File: src/cvl_pkg.sv
// Package of the Cartesian velocity limiter: widths, register indexes and types.
// Used by every module of the block; depends on nothing.
`default_nettype none
package cvl_pkg;
    localparam int FRAC_BITS = 16;
    localparam int VEL_BITS  = 20;
    localparam int CFG_BITS  = 19;
    localparam int MAG_BITS  = VEL_BITS;
    localparam int SUM_BITS  = 2 * MAG_BITS + 2;
    localparam int ROOT_BITS = SUM_BITS / 2;
    localparam int PROD_BITS = MAG_BITS + CFG_BITS;
    localparam int IDX_BITS  = 2;
    localparam int SQRT_CNT_BITS = $clog2(ROOT_BITS + 1);
    localparam int DIV_CNT_BITS  = $clog2(PROD_BITS + 1);

    localparam logic [IDX_BITS-1:0] REG_MAX_LIN_SPEED = 2'd0;
    localparam logic [IDX_BITS-1:0] REG_MAX_ANG_SPEED = 2'd1;
    localparam logic [IDX_BITS-1:0] REG_MAX_LIN_STEP  = 2'd2;
    localparam logic [IDX_BITS-1:0] REG_MAX_ANG_STEP  = 2'd3;

    localparam logic [CFG_BITS-1:0] RST_LIN_SPEED = CFG_BITS'(16384);
    localparam logic [CFG_BITS-1:0] RST_ANG_SPEED = CFG_BITS'(52429);
    localparam logic [CFG_BITS-1:0] RST_LIN_STEP  = CFG_BITS'(655);
    localparam logic [CFG_BITS-1:0] RST_ANG_STEP  = CFG_BITS'(3277);

    typedef logic signed [VEL_BITS-1:0] vel_t;

    typedef enum logic [1:0] {
        LN_IDLE,
        LN_SQRT,
        LN_DIV,
        LN_DONE
    } lane_state_t;

    // Control between top level and a lane.
    typedef struct packed {
        logic start;
        logic busy;
        logic done;
    } lane_ctl_t;
endpackage
`default_nettype wire

File: src/cvl_merge.sv
// Merge stage: slew-limits the six lane results against the stored command.
// Depends on cvl_pkg.
`default_nettype none
module cvl_merge
    import cvl_pkg::*;
(
    input  wire logic                aclk,
    input  wire logic                aresetn,
    input  wire logic                load,
    input  wire vel_t                req [6],
    input  wire logic [CFG_BITS-1:0] lin_step,
    input  wire logic [CFG_BITS-1:0] ang_step,
    output vel_t                     cmd [6]
);
    vel_t prev_reg [6];
    vel_t prev_next [6];
    always_comb begin
        for (int k = 0; k < 6; k++) begin
            logic signed [VEL_BITS+1:0] d, s;
            s = (k < 3) ? (VEL_BITS+2)'(signed'({1'b0, lin_step}))
                        : (VEL_BITS+2)'(signed'({1'b0, ang_step}));
            d = (VEL_BITS+2)'(req[k]) - (VEL_BITS+2)'(prev_reg[k]);
            if (d > s) d = s;
            if (d < -s) d = -s;
            prev_next[k] = VEL_BITS'((VEL_BITS+2)'(prev_reg[k]) + d);
        end
    end
    always_ff @(posedge aclk) begin
        if (!aresetn) begin
            for (int k = 0; k < 6; k++) prev_reg[k] <= '0;
        end else if (load) begin
            for (int k = 0; k < 6; k++) prev_reg[k] <= prev_next[k];
        end
    end
    assign cmd = prev_reg;
endmodule
`default_nettype wire

File: config.mk
export PLATFORM = sky130hd
export DESIGN_NAME = cvl_merge
export DESIGN_NICKNAME = d
export VERILOG_FILES = /design/src/cvl_pkg.sv /design/src/cvl_merge.sv
export SDC_FILE = /design/constraint.sdc
export NUM_CORES = 1
export LEC_CHECK = 0
export BUFFER_PORTS_ARGS = -buffer_cell sky130_fd_sc_hd__buf_2
export CAP_MARGIN = 20
export CORE_ASPECT_RATIO = 0.9
export CORE_MARGIN = 10
export CORE_UTILIZATION = 62
export DETAILED_ROUTE_END_ITERATION = 8
export PLACE_DENSITY = 0.93
export SYNTH_ARGS = -nofsm -noshare
export SYNTH_HDL_FRONTEND = slang
export SYNTH_SLANG_ARGS = --single-unit
File: constraint.sdc
create_clock -name aclk -period 13.5 [get_ports aclk]
set_input_delay 2.025 -clock aclk [delete_from_list [all_inputs] [get_ports aclk]]
set_output_delay 2.025 -clock aclk [all_outputs]
set_load 0.01 [all_outputs]
==> results.json <==
{
  "outcome": "finished, final reports clean",
  "wl_met3_um": 9950,
  "gr-usage-all-layers_pct": 32.7,
  "holdPathStages": 2,
  "grt.overflow.total": 0,
  "finalSetupTns_ns": 0,
  "synth_top_area_cell": "ha_1",
  "clk_latency_ns": 0.47,
  "yosysTopAreaCellShare_pct": 24.9,
  "grt_max_degree": 69,
  "num_io_pins": 281,
  "crit_fanout": 23,
  "netlist_area_sq_um": 23900,
  "row_count": 68,
  "path_common_cell": "o21ai_0",
  "wl_per_cell_um": 20.1,
  "maxCapViolCount": 0,
  "place_hpwl_um": 63600,
  "power.density_nw_per_um2": 298,
  "yosys_register_bits": 120,
  "vias_per_cell": 6.38,
  "p_leak_nw": 13.4,
  "h-tree-depth": 4,
  "cp.required_ns": 13.89,
  "hold_violations": 0,
  "antenna_left": 0,
  "cts_made_buffers": 17,
  "arrival_ns": 12.80,
  "setup_violations": 0,
  "avgSynthCellArea_sq_um": 7.51,
  "reg2reg_from": "cmd[40]",
  "postLayoutCoreUtil_pct": 69.4,
  "synthTopCellsByCount": "ha_1, nand2_1, inv_1",
  "drc": 0,
  "drv_slew": 0,
  "synth_ff_type": "dfxtp_1",
  "min_to": "cmd[119]",
  "highest_layer": "met5",
  "ys_seq_area_share_pct": 10.0,
  "cts_tree": "built",
  "met1Wirelength_um": 32700,
  "rsz0062_at_grt": "no",
  "synth_cells": 3186,
  "start_kind": "primary input",
  "synth_area_leaders": "ha_1, dfxtp_1, xnor2_1, a21oi_1, a21o_1",
  "antenna_found_initial": 9,
  "rr_worst_depth": 47,
  "clockRootBuffer": "clkbuf_16",
  "max_freq_ghz": 0.0806,
  "slowest_delay_ns": 0.64,
  "io_buffers": 280,
  "largest_register_ffs": 120,
  "path_clk_slew_ns": 0.06,
  "cts_resized": 0,
  "synth.distinct_cells": 79,
  "cts_num_sinks": 120,
  "drtIter0Drc": 2650,
  "syn_to_final_growth_pct": 10.8,
  "period_minus_slack_ns": 12.40,
  "synth_nets": 3835,
  "die_w_um": 227,
  "nFillCells": 3013,
  "cpMaxStageDelayCell": "a32o_1",
  "hold_path_class": "flop to flop",
  "grt_pass1_wl_um": 124000,
  "dieArea_sq_um": 46900,
  "worstHoldStart": "cmd[119]",
  "routed-via-count": 25210,
  "ys.warnings.count": 0,
  "clockBufferDepth": 2,
  "place_congestion": 1.05,
  "ir_drop_v": 0.000192,
  "r2r_end": "cmd[58]",
  "critical_path_class": "primary input to flop",
  "yosysMostFrequentCell": "ha_1",
  "slew_headroom_pct": 21.2,
  "layout-drive-gt1-share_pct": 12.1,
  "tightest_slew_ns": 1.18,
  "start_util_pct": 62.6,
  "reg2reg_slack_ns": 2.35,
  "post_cts_buffers": 0,
  "die_y_um": 206,
  "ys_async_sr_fraction_pct": 0,
  "grt_pass1_vias": 23800,
  "period_share_pct": 91.9,
  "nets": 4090,
  "core-area_sq_um": 38200,
  "synth_edf_count": 0,
  "fin_skew_ns": 0.0150,
  "dr.pass1.iters": 6,
  "totalWireLength_um": 79200,
  "dr_wl_met2_um": 32800,
  "hold_buffers": 0,
  "endpoint_kind": "flop"
}
worst max-delay path: cells and delay by family:
family / cells / cell delay, ns
AO/OA/AOI/OAI: 33 / 7.50
XOR/XNOR: 1 / 0.16
adder cells (fa/ha/maj): 6 / 1.61
buffers and inverters: 4 / 0.27
multiplexers: 1 / 0.35
AND/OR/NAND/NOR: 4 / 0.87
cells by family after synthesis:
family                     share of synthesized area, %
xor gates and xnor gates                           7.98
muxes                                              6.67
AOI/OAI and AO/OA                                  24.4
and+or+nand+nor                                    19.8
DFF                                                10.0
adders and majority gates                          25.9
buffers and inverters                              5.25
metrics by stage:
step                      hold WS (ns)  power, mW  area (sq um)  setup slack [ns]  cells
after CTS                        0.485       7.72         26500              1.55   3942
after floorplan                  0.491       5.71         23900              2.68   3186
after detailed placement         0.476       7.15         25900              1.20   3911
after global routing             0.506       8.68         26500             0.400   3948
after global placement           0.459       6.92         25900              1.37   3911
final                            0.483       7.90         26500              1.10   3949
routing by layer:
metal	GRT usage (%)	vias to the layer above
met1	42.3	11398
li1	-	12023
met5	0	-
met2	49.6	1474
met3	9.62	309
met4	14.3	6
worst max-delay path by stage:
stage               slack (ns)    start      end
global placement          1.37  req[20]  cmd[39]
floorplan                 2.68  req[40]  cmd[58]
detailed placement        1.20  req[40]  cmd[58]
finish                    1.10  req[40]  cmd[58]
CTS                       1.55  req[40]  cmd[58]
global route              0.40  req[40]  cmd[58]
power breakdown:
| group | internal [mW] | leakage [nW] | switching (mW) |
|---|---|---|---|
| clock network | 0.293 | 0.295 | 0.206 |
| registers | 0.488 | 0.992 | 0.170 |
| logic | 2.91 | 12.1 | 3.84 |
| total | 3.69 | 13.4 | 4.22 |
layout make-up:
class / instances / area [sq um] / share of cell area (%)
inverter: 260 / 976 / 3.68
clock buffer: 18 / 439 / 1.66
tap: 490 / 613 / 2.31
timing repair buffer: 309 / 1640 / 6.17
sequential: 120 / 2400 / 9.06
multi-input combinational: 2733 / 20300 / 76.5
clock inverter: 13 / 154 / 0.580
antenna: 6 / 15.0 / 0.0566
layout by cell type, fill, tap and decap left out, types with 17 or more instances in the layout:
cell and count:
o21bai_1 19, ha_1 476, nand4_1 48, nand3b_1 19, buf_2 278, o211ai_1 25, a21o_1 149, o21ai_0 222
and3_1 31, and2_1 18, nor3_1 55, xor2_1 44, nor2_1 237, nand3_1 64, o21a_1 71, buf_4 29
nand2_1 277, clkbuf_16 17, mux2_2 41, nor2b_1 118, inv_1 260, xnor2_1 174, dfxtp_1 120, nand2b_1 37
mux2i_1 111, a21oi_1 239, a211oi_1 17
(Power assumes the default switching activity.)
